### src/rtl/beb_pkg.sv
// Shared types and constants for the binary exponential backoff core.
package beb_pkg;

  localparam int unsigned RND_W    = 32;
  localparam int unsigned WIN_W    = 17;
  localparam int unsigned TRIES_W  = 9;
  localparam int unsigned CFG_W    = 16;
  localparam int unsigned CFG_IDX_W = 2;
  localparam int unsigned CNT_W    = 5;   // counts the RND_W divide steps

  typedef enum logic [1:0] {
    FUNC_TX      = 2'd0,
    FUNC_SUCCESS = 2'd1,
    FUNC_FAIL    = 2'd2,
    FUNC_RESET   = 2'd3
  } func_t;

  typedef enum logic [CFG_IDX_W-1:0] {
    REG_RETRY_LIMIT = 2'd0,
    REG_MAX_WINDOW  = 2'd1,
    REG_MIN_WINDOW  = 2'd2,
    REG_UNUSED      = 2'd3
  } cfg_reg_t;

  localparam logic [7:0]         RETRY_LIMIT_RST = 8'd7;
  localparam logic [CFG_W-1:0]   MAX_WINDOW_RST  = 16'hFFFF;
  localparam logic [CFG_W-1:0]   MIN_WINDOW_RST  = 16'd1;
  localparam logic [TRIES_W-1:0] TRIES_ONE       = 9'd1;
  localparam logic [TRIES_W-1:0] TRIES_SAT       = 9'h1FF;

  typedef struct packed {
    logic [1:0]       func;
    logic [RND_W-1:0] random_value;
  } in_word_t;

  typedef struct packed {
    logic               granted;
    logic [WIN_W-1:0]   backoff_slot;
    logic [WIN_W-1:0]   window_now;
    logic [TRIES_W-1:0] tries_now;
  } out_word_t;

  typedef enum logic [1:0] {
    ST_IDLE = 2'd0,
    ST_DIV  = 2'd1,
    ST_DONE = 2'd2
  } state_t;

  typedef struct packed {
    logic accept;
    logic div_step;
    logic load_out;
  } dp_cmd_t;

  typedef struct packed {
    logic need_div;
    logic div_done;
  } dp_sts_t;

endpackage

### src/rtl/beb_ctrl.sv
// Controller: sequences accept, the serial remainder and the output register.
module beb_ctrl (
  input  logic             clk,
  input  logic             rst_n,
  input  logic             in_valid,
  output logic             in_stall,
  output logic             out_valid,
  input  logic             out_stall,
  input  beb_pkg::dp_sts_t sts,
  output beb_pkg::dp_cmd_t cmd
);

  beb_pkg::state_t state_r, state_nxt;
  logic            out_valid_r, out_valid_nxt;
  logic            out_free;

  assign out_free = !out_valid_r || !out_stall;

  always_comb begin
    state_nxt = state_r;
    unique case (state_r)
      beb_pkg::ST_IDLE: begin
        if (in_valid) begin
          state_nxt = sts.need_div ? beb_pkg::ST_DIV : beb_pkg::ST_DONE;
        end
      end
      beb_pkg::ST_DIV: begin
        if (sts.div_done) begin
          state_nxt = beb_pkg::ST_DONE;
        end
      end
      beb_pkg::ST_DONE: begin
        if (out_free) begin
          state_nxt = beb_pkg::ST_IDLE;
        end
      end
      default: state_nxt = beb_pkg::ST_IDLE;
    endcase
  end

  always_comb begin
    cmd      = '0;
    in_stall = 1'b1;
    unique case (state_r)
      beb_pkg::ST_IDLE: begin
        in_stall   = 1'b0;
        cmd.accept = in_valid;
      end
      beb_pkg::ST_DIV:  cmd.div_step = 1'b1;
      beb_pkg::ST_DONE: cmd.load_out = out_free;
      default: ;
    endcase
  end

  always_comb begin
    out_valid_nxt = out_valid_r;
    if (cmd.load_out) begin
      out_valid_nxt = 1'b1;
    end else if (!out_stall) begin
      out_valid_nxt = 1'b0;
    end
  end

  always_ff @(posedge clk) begin
    if (!rst_n) begin
      state_r     <= beb_pkg::ST_IDLE;
      out_valid_r <= 1'b0;
    end else begin
      state_r     <= state_nxt;
      out_valid_r <= out_valid_nxt;
    end
  end

  assign out_valid = out_valid_r;

`ifndef NO_ASSERTIONS
  a_load_only_free: assert property (@(posedge clk) disable iff (!rst_n)
    cmd.load_out |-> (!out_valid_r || !out_stall))
    else $error("output register overwritten while held");
  a_div_to_done: assert property (@(posedge clk) disable iff (!rst_n)
    (state_r == beb_pkg::ST_DIV && sts.div_done) |=> state_r == beb_pkg::ST_DONE)
    else $error("divide end not followed by done");
  a_busy_after_accept: assert property (@(posedge clk) disable iff (!rst_n)
    cmd.accept |=> state_r != beb_pkg::ST_IDLE)
    else $error("accepted word did not occupy the controller");
  a_valid_from_done: assert property (@(posedge clk) disable iff (!rst_n)
    $rose(out_valid_r) |-> $past(state_r == beb_pkg::ST_DONE))
    else $error("output valid raised outside done state");
`endif

endmodule

### src/rtl/beb_dp.sv
// Datapath: window/tries state, config registers, serial remainder, output register.
module beb_dp (
  input  logic                                clk,
  input  logic                                rst_n,
  input  logic                                cfg_we,
  input  logic [beb_pkg::CFG_IDX_W-1:0]       cfg_index,
  input  logic [beb_pkg::CFG_W-1:0]           cfg_wdata,
  input  beb_pkg::in_word_t                   in_data,
  input  beb_pkg::dp_cmd_t                    cmd,
  output beb_pkg::dp_sts_t                    sts,
  output beb_pkg::out_word_t                  out_data
);

  logic [7:0]                      retry_limit_r;
  logic [beb_pkg::CFG_W-1:0]       max_window_r;
  logic [beb_pkg::CFG_W-1:0]       min_window_r;
  logic [beb_pkg::WIN_W-1:0]       window_r, window_nxt;
  logic [beb_pkg::TRIES_W-1:0]     tries_r, tries_nxt;
  logic                            grant_r;
  logic                            grant;
  logic [beb_pkg::WIN_W-1:0]       rem_r;
  logic [beb_pkg::RND_W-1:0]       dvd_r;
  logic [beb_pkg::CNT_W-1:0]       cnt_r;
  logic [beb_pkg::WIN_W:0]         trial;
  logic [beb_pkg::WIN_W:0]         trial_sub;
  logic [beb_pkg::WIN_W-1:0]       rem_nxt;
  logic [beb_pkg::WIN_W-1:0]       slot;
  beb_pkg::out_word_t              out_r;

  assign grant = (in_data.func == beb_pkg::FUNC_TX) &&
                 ({1'b0, tries_r} <= {2'b00, retry_limit_r});

  assign sts.need_div = grant;
  assign sts.div_done = (cnt_r == '1);

  // event update of window and try counter
  always_comb begin
    window_nxt = window_r;
    tries_nxt  = tries_r;
    unique case (in_data.func)
      beb_pkg::FUNC_TX: ;
      beb_pkg::FUNC_SUCCESS, beb_pkg::FUNC_RESET: begin
        tries_nxt  = beb_pkg::TRIES_ONE;
        window_nxt = {1'b0, min_window_r};
      end
      beb_pkg::FUNC_FAIL: begin
        if (tries_r != beb_pkg::TRIES_SAT) begin
          tries_nxt = tries_r + 1'b1;
        end
        if (window_r < {1'b0, max_window_r}) begin
          window_nxt = {window_r[beb_pkg::WIN_W-2:0], 1'b0};
        end
      end
      default: ;
    endcase
  end

  // restoring remainder, one dividend bit per step
  assign trial     = {rem_r, dvd_r[beb_pkg::RND_W-1]};
  assign trial_sub = trial - {1'b0, window_r};
  assign rem_nxt   = (trial >= {1'b0, window_r}) ? trial_sub[beb_pkg::WIN_W-1:0]
                                                 : trial[beb_pkg::WIN_W-1:0];

  // zero window draws slot 0
  assign slot = (grant_r && (window_r != '0)) ? rem_r : '0;

  always_ff @(posedge clk) begin
    if (!rst_n) begin
      retry_limit_r <= beb_pkg::RETRY_LIMIT_RST;
      max_window_r  <= beb_pkg::MAX_WINDOW_RST;
      min_window_r  <= beb_pkg::MIN_WINDOW_RST;
      window_r      <= {1'b0, beb_pkg::MIN_WINDOW_RST};
      tries_r       <= beb_pkg::TRIES_ONE;
    end else if (cfg_we) begin
      unique case (cfg_index)
        beb_pkg::REG_RETRY_LIMIT: retry_limit_r <= cfg_wdata[7:0];
        beb_pkg::REG_MAX_WINDOW:  max_window_r  <= cfg_wdata;
        beb_pkg::REG_MIN_WINDOW: begin
          min_window_r <= cfg_wdata;
          window_r     <= {1'b0, cfg_wdata};
        end
        default: ;
      endcase
    end else if (cmd.accept) begin
      window_r <= window_nxt;
      tries_r  <= tries_nxt;
    end
  end

  always_ff @(posedge clk) begin
    if (cmd.accept) begin
      grant_r <= grant;
      dvd_r   <= in_data.random_value;
      rem_r   <= '0;
      cnt_r   <= '0;
    end else if (cmd.div_step) begin
      dvd_r <= {dvd_r[beb_pkg::RND_W-2:0], 1'b0};
      rem_r <= rem_nxt;
      cnt_r <= cnt_r + 1'b1;
    end
  end

  always_ff @(posedge clk) begin
    if (cmd.load_out) begin
      out_r.granted      <= grant_r;
      out_r.backoff_slot <= slot;
      out_r.window_now   <= window_r;
      out_r.tries_now    <= tries_r;
    end
  end

  assign out_data = out_r;

`ifndef NO_ASSERTIONS
  a_window_bound: assert property (@(posedge clk) disable iff (!rst_n)
    window_r <= 17'd131068)
    else $error("window exceeded doubling bound");
  a_rem_below_window: assert property (@(posedge clk) disable iff (!rst_n)
    (cmd.load_out && grant_r && window_r != '0) |-> rem_r < window_r)
    else $error("remainder not below window");
`endif

endmodule

### src/rtl/binary_exponential_backoff_core.sv
// Binary exponential backoff core: contention window and try counter policy.
// Input channel (in_valid/in_stall/in_data) carries one event word: func and a
// 32-bit random word. Each accepted word yields exactly one result word on the
// output channel (out_valid/out_stall/out_data): grant flag, backoff slot,
// window and try count after the event.
// One word is processed at a time. A granted transmit request runs a serial
// remainder of the random word by the window, one bit per cycle, in the
// divide state before the done state. Refused requests and other events skip
// the divide state and go straight from accept to the done state.
// The output register lets the core accept a new word while the previous
// result is still stalled; that new word then waits in the done state until
// the register is free.
// cfg_we/cfg_index/cfg_wdata write retry_limit (0), max_window (1) and
// min_window (2); writing min_window also reloads the window. Write only idle.
// Synchronous active-low reset restores retry_limit 7, max_window 65535,
// min_window 1, window 1 and tries 1, and empties the output register.
module binary_exponential_backoff_core (
  input  logic                                clk,
  input  logic                                rst_n,
  input  logic                                in_valid,
  output logic                                in_stall,
  input  beb_pkg::in_word_t                   in_data,
  output logic                                out_valid,
  input  logic                                out_stall,
  output beb_pkg::out_word_t                  out_data,
  input  logic                                cfg_we,
  input  logic [beb_pkg::CFG_IDX_W-1:0]       cfg_index,
  input  logic [beb_pkg::CFG_W-1:0]           cfg_wdata
);

  beb_pkg::dp_cmd_t cmd;
  beb_pkg::dp_sts_t sts;

  beb_ctrl u_ctrl (
    .clk       (clk),
    .rst_n     (rst_n),
    .in_valid  (in_valid),
    .in_stall  (in_stall),
    .out_valid (out_valid),
    .out_stall (out_stall),
    .sts       (sts),
    .cmd       (cmd)
  );

  beb_dp u_dp (
    .clk       (clk),
    .rst_n     (rst_n),
    .cfg_we    (cfg_we),
    .cfg_index (cfg_index),
    .cfg_wdata (cfg_wdata),
    .in_data   (in_data),
    .cmd       (cmd),
    .sts       (sts),
    .out_data  (out_data)
  );

endmodule
### config.mk
export PLATFORM = sky130hd
export DESIGN_NAME = binary_exponential_backoff_core
export DESIGN_NICKNAME = d
export VERILOG_FILES = /design/src/rtl/beb_pkg.sv /design/src/rtl/beb_ctrl.sv /design/src/rtl/beb_dp.sv /design/src/rtl/binary_exponential_backoff_core.sv
export SDC_FILE = /design/constraint.sdc
export NUM_CORES = 1
export LEC_CHECK = 0
export BUFFER_PORTS_ARGS = -buffer_cell sky130_fd_sc_hd__buf_2
export CORE_UTILIZATION = 50
export CTS_CLUSTER_DIAMETER = 120
export DETAILED_ROUTE_END_ITERATION = 8
export GPL_TIMING_DRIVEN = 0
export PLACE_DENSITY_LB_ADDON = 0.12
export SLEW_MARGIN = 40
export SYNTH_ARGS = -nofsm -noshare
export SYNTH_HDL_FRONTEND = slang
export SYNTH_SLANG_ARGS = --single-unit
### constraint.sdc
create_clock -name clk -period 9.3 [get_ports clk]
set_input_delay 1.395 -clock clk [delete_from_list [all_inputs] [get_ports clk]]
set_output_delay 1.395 -clock clk [all_outputs]
set_load 0.1 [all_outputs]
## After elaboration in Yosys (flattened, before gate mapping)

Index checks and enable logic that the tools add are counted.

- Word-level logic and storage cells: 79
- Output and inout bits: 46
- Input bits: 57
- Register bits after elaboration: 168

- Reductions and logical operators: 20
- $add $sub $neg: 3
- Bitwise operators: 1
- Eq/ne operators: 16
- Magnitude comparators: 3
- Muxes and demuxes: 21

Operators with widths:

| operator | count |
|---|---|
| 2-to-1 mux 17 bit | 5 |
| 2-to-1 mux 32 bit | 2 |
| one-hot mux 17 bit (2 select lines) | 1 |
| >= comparator 18 x 17 -> 1 bit | 1 |
| one-hot mux 9 bit (2 select lines) | 1 |
| less-than comparator 17 x 16 -> 1 bit | 1 |
| nonzero test 17 bit | 1 |
| subtractor 17 bit | 1 |
| adder 9 x 1 -> 9 bit (second input constant) | 1 |
| less-or-equal comparator 9 x 8 -> 1 bit | 1 |
| 2-to-1 mux 9 bit | 1 |
| != test 9 bit (second input constant) | 1 |
| equality test 2 bit (second input constant) | 4 |
| 2-to-1 mux 2 bit | 4 |
| != test 2 x 1 -> 1 bit (second input constant) | 4 |
| AND reduction 4 bit | 2 |
| equality test 2 x 1 -> 1 bit (second input constant) | 3 |
| zero test 2 bit | 3 |
| 2-to-1 mux 1 bit | 6 |
| one-hot mux 2 bit (3 select lines) | 1 |
| AND reduction 2 bit | 3 |
| nonzero test 2 bit | 3 |
| adder 5 x 1 -> 5 bit (second input constant) | 1 |
| equality test 5 bit (second input constant) | 1 |
| other kinds (9) | 12 |

## Logic depth before layout (Yosys ltp)

- Depth after elaboration: 5
- Depth in mapped cells: 12
- Depth with buffers taken out: 10

## Hierarchy

From an unflattened synthesis, not the netlist that was laid out.

- Cell total of the unflattened synthesis: 831
- Area total of the unflattened synthesis: 8291.7 sq um

Modules (own cells, without submodules):

| module | sequential area each (sq um) | area an instance (sq um) | instances | cells each |
|---|---|---|---|---|
| beb_dp | 4073.9 | 8122.8 | 1 | 811 |
| beb_ctrl | 60.1 | 168.9 | 1 | 20 |

## Worst setup path after synthesis

Ideal clock, no wire load.

- Kind: input to register
- Start point: input out_stall
- End point: register u_dp.out_r (netlist bit u_dp.out_data[0]) (enable)
- Path buffers: 0
- Path slack: 5.267 ns
- Arrival: 3.572 ns
- Setup time: 0.460 ns
- Cell stages on the path: 1
- Data required time: 8.840 ns
- Cells stage by stage: a21oi_1

- Longest elaborated chain between the ends: 3

Ends and longest elaborated chain:

| item | line | source |
|---|---|---|
| from (decl) | binary_exponential_backoff_core.sv:24 | `input logic out_stall,` |
| zero test 1 bit | beb_ctrl.sv:17 | `assign out_free = !out_valid_r \|\| !out_stall;` |
| logical OR 1 bit | beb_ctrl.sv:17 |  |
| 2-to-1 mux 1 bit | beb_ctrl.sv:44 | `unique case (state_r)` |
| to (decl) | beb_dp.sv:28 | `beb_pkg::out_word_t out_r;` |

No other way between the ends.
A chain may end at the register's enable or synchronous reset.

## Final worst setup path

- Start point: input in_valid
- End point: register u_dp.dvd_r[4] (netlist bit) (enable)

- Longest elaborated chain between the ends: 2

Ends and longest elaborated chain:

| item | line | source |
|---|---|---|
| from (decl) | binary_exponential_backoff_core.sv:20 | `input logic in_valid,` |
| 2-to-1 mux 1 bit | beb_ctrl.sv:44 |  |
| nonzero test 2 bit (no line) | -- |  |
| to (signal assigned) | beb_dp.sv:93 | `dvd_r <= in_data.random_value;` |
| to (signal assigned) | beb_dp.sv:97 | `dvd_r <= {dvd_r[beb_pkg::RND_W-2:0], 1'b0};` |
| to (decl) | beb_dp.sv:22 | `logic [beb_pkg::RND_W-1:0] dvd_r;` |

No other way between the ends.

==> impl_metrics.py <==
metrics = {
    "hold_path": {
        "hold_path.class": "register to register",
        "holdCritStartpoint": "u_dp.min_window_r[13]",
    },
    "synth": {
        "synth_seq_cells": 168,
        "syn_nets": 1000,
        "yosys_warnings": 0,
        "ys_types": 59,
        "synth-edff-count": 77,
        "synth_area_um2": 8250,
        "synth_area_per_cell_um2": 9.19,
        "yosys-top-cells-area": "edfxtp_1 28%, dfxtp_1 22%, nand2_1 10%",
        "synth-async-reset-ratio": 0,
        "yosys.area.top_type": "edfxtp_1",
        "synthesis.instances": 898,
        "synth_flop_cell": "dfxtp_1",
        "yosysTopAreaCellShare": 0.280,
        "synth_seq_area_share": 0.501,
    },
    "critical_path": {
        "path_class": "input pin to register",
        "max_stage_delay_ns": 0.60,
        "r2r-start": "u_dp.window_r[0]",
        "crit_path_end_kind": "register",
        "cp.required_ns": 9.37,
        "worst_setup_path_start_kind": "input pin",
        "cpMostUsedCell": "inv_2",
        "critPathMaxFanout": 32,
        "crit_start": "in_valid",
        "cp_cell_sequence": "buf_2 -> or3b_1 -> buf_6 -> inv_2 -> nor2_1 -> clkbuf_1 -> inv_2",
        "crit_family": "buffers and inverters",
        "reg2reg_slack_ns": 6.09,
        "crit_path_top_delay_cell": "nor2_1",
        "crit_arrival_ns": 3.44,
        "crit_buf_inv": 5,
    },
    "sta": {
        "fin_tns_setup_ns": 0,
        "maxSlewViolCount": 0,
        "setup_viol": 0,
        "rsz0062_at_grt": "false",
        "tightest_slew_ns": 0.742,
        "clock_skew_ns": 0.00884,
        "timing.fmax_mhz": 297,
        "fin_crit_sh": 0.362,
        "timing.slew.headroom": 0.503,
        "hold_viol_final": 0,
        "post-route-min-period_ns": 3.37,
    },
    "clocking": {
        "cts_tree": "yes",
        "path_clk_slew_ns": 0.06,
        "clockBufferDepth": 2,
        "cts_resized": 0,
        "cts.sinks": 168,
        "clkLatencyLatePin_ns": 0.43,
        "root_buffer": "clkbuf_16",
        "hold_buffers": 0,
        "htreeDepth": 4,
        "cts_setup_buffers": 0,
        "cts_buffers": 17,
    },
    "die": {
        "die_h_um": 130,
        "core-area_um2": 16000,
        "io_pins": 103,
        "design.die.area_um2": 17000,
        "rows": 46,
        "start_util": 0.516,
        "die_x_um": 130,
    },
    "route": {
        "drt_iter0_drc": 474,
        "ant_nets": 0,
        "num_vias": 6675,
        "routed_via_density": 5.34,
        "wire_per_inst_um": 16.0,
        "drc": 0,
        "first_pass_iters": 5,
        "wl_um": 20100,
    },
    "final_layout": {
        "syn2layout_area_growth_pct": 16.9,
        "nNetsFinal": 1123,
        "antenna_cells": 0,
        "final_cell_area_um2": 9640,
        "drive_gt1_frac": 0.141,
    },
    "placed_design": {
        "place_area_um2": 9070,
        "routabilityCongestion": 0.904,
        "hpwl_um": 14500,
        "io_buffers": 102,
    },
    "power": {
        "cellPowerDensity_nw_per_um2": 294,
        "leakagePower_nw": 4.21,
        "ir_drop_mv": 0.288,
        "total_power_mw": 2.84,
    },
    "grt": {
        "grt_pass1_vias": 6141,
        "grt_antenna_before_repair": 3,
        "gr-usage-all-layers": 0.250,
        "grt_max_degree": 33,
        "grt_pass1_wl_um": 31900,
        "gr-total-overflow": 0,
    },
    "run": {
        "cap_viol_max_count": 0,
    },
    "outcome": {
        "status": "completed",
    },
}
cells in the mapped netlist, types with 9 or more instances:
library cell	n
xnor2_1	10
a21oi_1	54
a21o_1	10
nand3_1	17
o211ai_1	24
nand2_1	227
nand2b_1	15
and2_1	19
o21ai_0	40
dfxtp_1	91
edfxtp_1	77
nor2_1	48
xor2_1	10
nand4_1	9
inv_1	46
mux2i_1	27
ha_1	44
clkbuf_1	39
sequential cells by signal (all words and copies together) (netlist names):
name                count
u_dp.out_data          44
u_dp.dvd_r             32
u_dp.window_r          17
u_ctrl.state_r          2
u_dp.min_window_r      16
u_dp.cnt_r              5
u_dp.max_window_r      16
u_dp.retry_limit_r      8
u_dp.grant_r            1
u_dp.rem_r             17
u_ctrl.out_valid        1
u_dp.tries_r            9
stage by stage:
step / hold WS (ns) / worst slack (ns) / cells / utilization
2_1_floorplan: 0.427 / 5.27 / 898 / -
5_1_grt: 0.474 / 5.71 / 1250 / 0.603
3_5_place_dp: 0.448 / 5.49 / 1218 / 0.567
3_3_place_gp: 0.445 / 3.97 / 1216 / 0.564
6_report: 0.456 / 5.93 / 1250 / 0.603
4_1_cts: 0.458 / 5.92 / 1250 / 0.603
worst paths after layout:
path / to / cells past startpoint
max: u_dp.dvd_r[4] / 7
min: u_dp.min_window_r[13] / 2
max reg2reg: u_dp.rem_r[10] / 11
min reg2reg: u_dp.min_window_r[13] / 2
area by class of cell:
| type | instances | area (um2) |
|---|---|---|
| Clock inverter | 8 | 97.6 |
| Timing Repair Buffer | 104 | 541 |
| Multi-Input combinational cell | 635 | 3750 |
| Inverter | 48 | 180 |
| Sequential cell | 168 | 4130 |
| Buffer | 47 | 193 |
| Tap cell | 216 | 270 |
| Fill cell | 1492 | 6360 |
| Clock buffer | 24 | 472 |
power breakdown:
| group | internal (mW) | switching [mW] | total, mW |
|---|---|---|---|
| Combinational | 0.491 | 0.735 | 1.23 |
| Sequential | 0.858 | 0.0579 | 0.916 |
| Clock | 0.409 | 0.286 | 0.695 |
cells by family (layout without fill, tap and decap cells):
| group | after synthesis | in the layout | share of synthesized area |
|---|---|---|---|
| AO/OA/AOI/OAI | 173 | 173 | 0.133 |
| buffers and inverters | 95 | 231 | 0.0452 |
| flip-flops | 168 | 168 | 0.501 |
| multiplexers | 29 | 29 | 0.0355 |
| AND/OR/NAND/NOR | 368 | 368 | 0.195 |
| XOR/XNOR | 20 | 20 | 0.0212 |
| adder cells (fa/ha/maj) | 45 | 45 | 0.0692 |
worst min-delay path, stage by stage (launching register included):
cell and delay, ns:
dfxtp_1 0.31, nand2_1 0.05, a21oi_1 0.05
metal layers:
metal	routed length, um	global-route usage
met5	10	0
met4	491	0.103
met3	1290	0.0558
met2	8660	0.370
met1	9610	0.354
cell usage in the layout (no fill, tap or decap), drive strengths merged, types with 5 or more instances in the layout:
| master | synthesis | layout |
|---|---|---|
| and2 | 19 | 19 |
| o21ai | 41 | 41 |
| buf | 8 | 112 |
| a211oi | 5 | 5 |
| nor2 | 48 | 48 |
| nand4 | 9 | 9 |
| nor4 | 5 | 5 |
| clkbuf | 39 | 63 |
| nand2 | 227 | 227 |
| a21oi | 54 | 54 |
| inv | 48 | 48 |
| ha | 44 | 44 |
| nor3 | 5 | 5 |
| a32oi | 6 | 6 |
| dfxtp | 91 | 91 |
| o211ai | 24 | 24 |
| xnor2 | 10 | 10 |
| edfxtp | 77 | 77 |
| o311ai | 5 | 5 |
| mux2i | 27 | 27 |
| a21o | 10 | 10 |
| nand2b | 15 | 15 |
| nand3 | 17 | 17 |
| xor2 | 10 | 10 |
No activity file was read; power rests on OpenSTA's default activity.
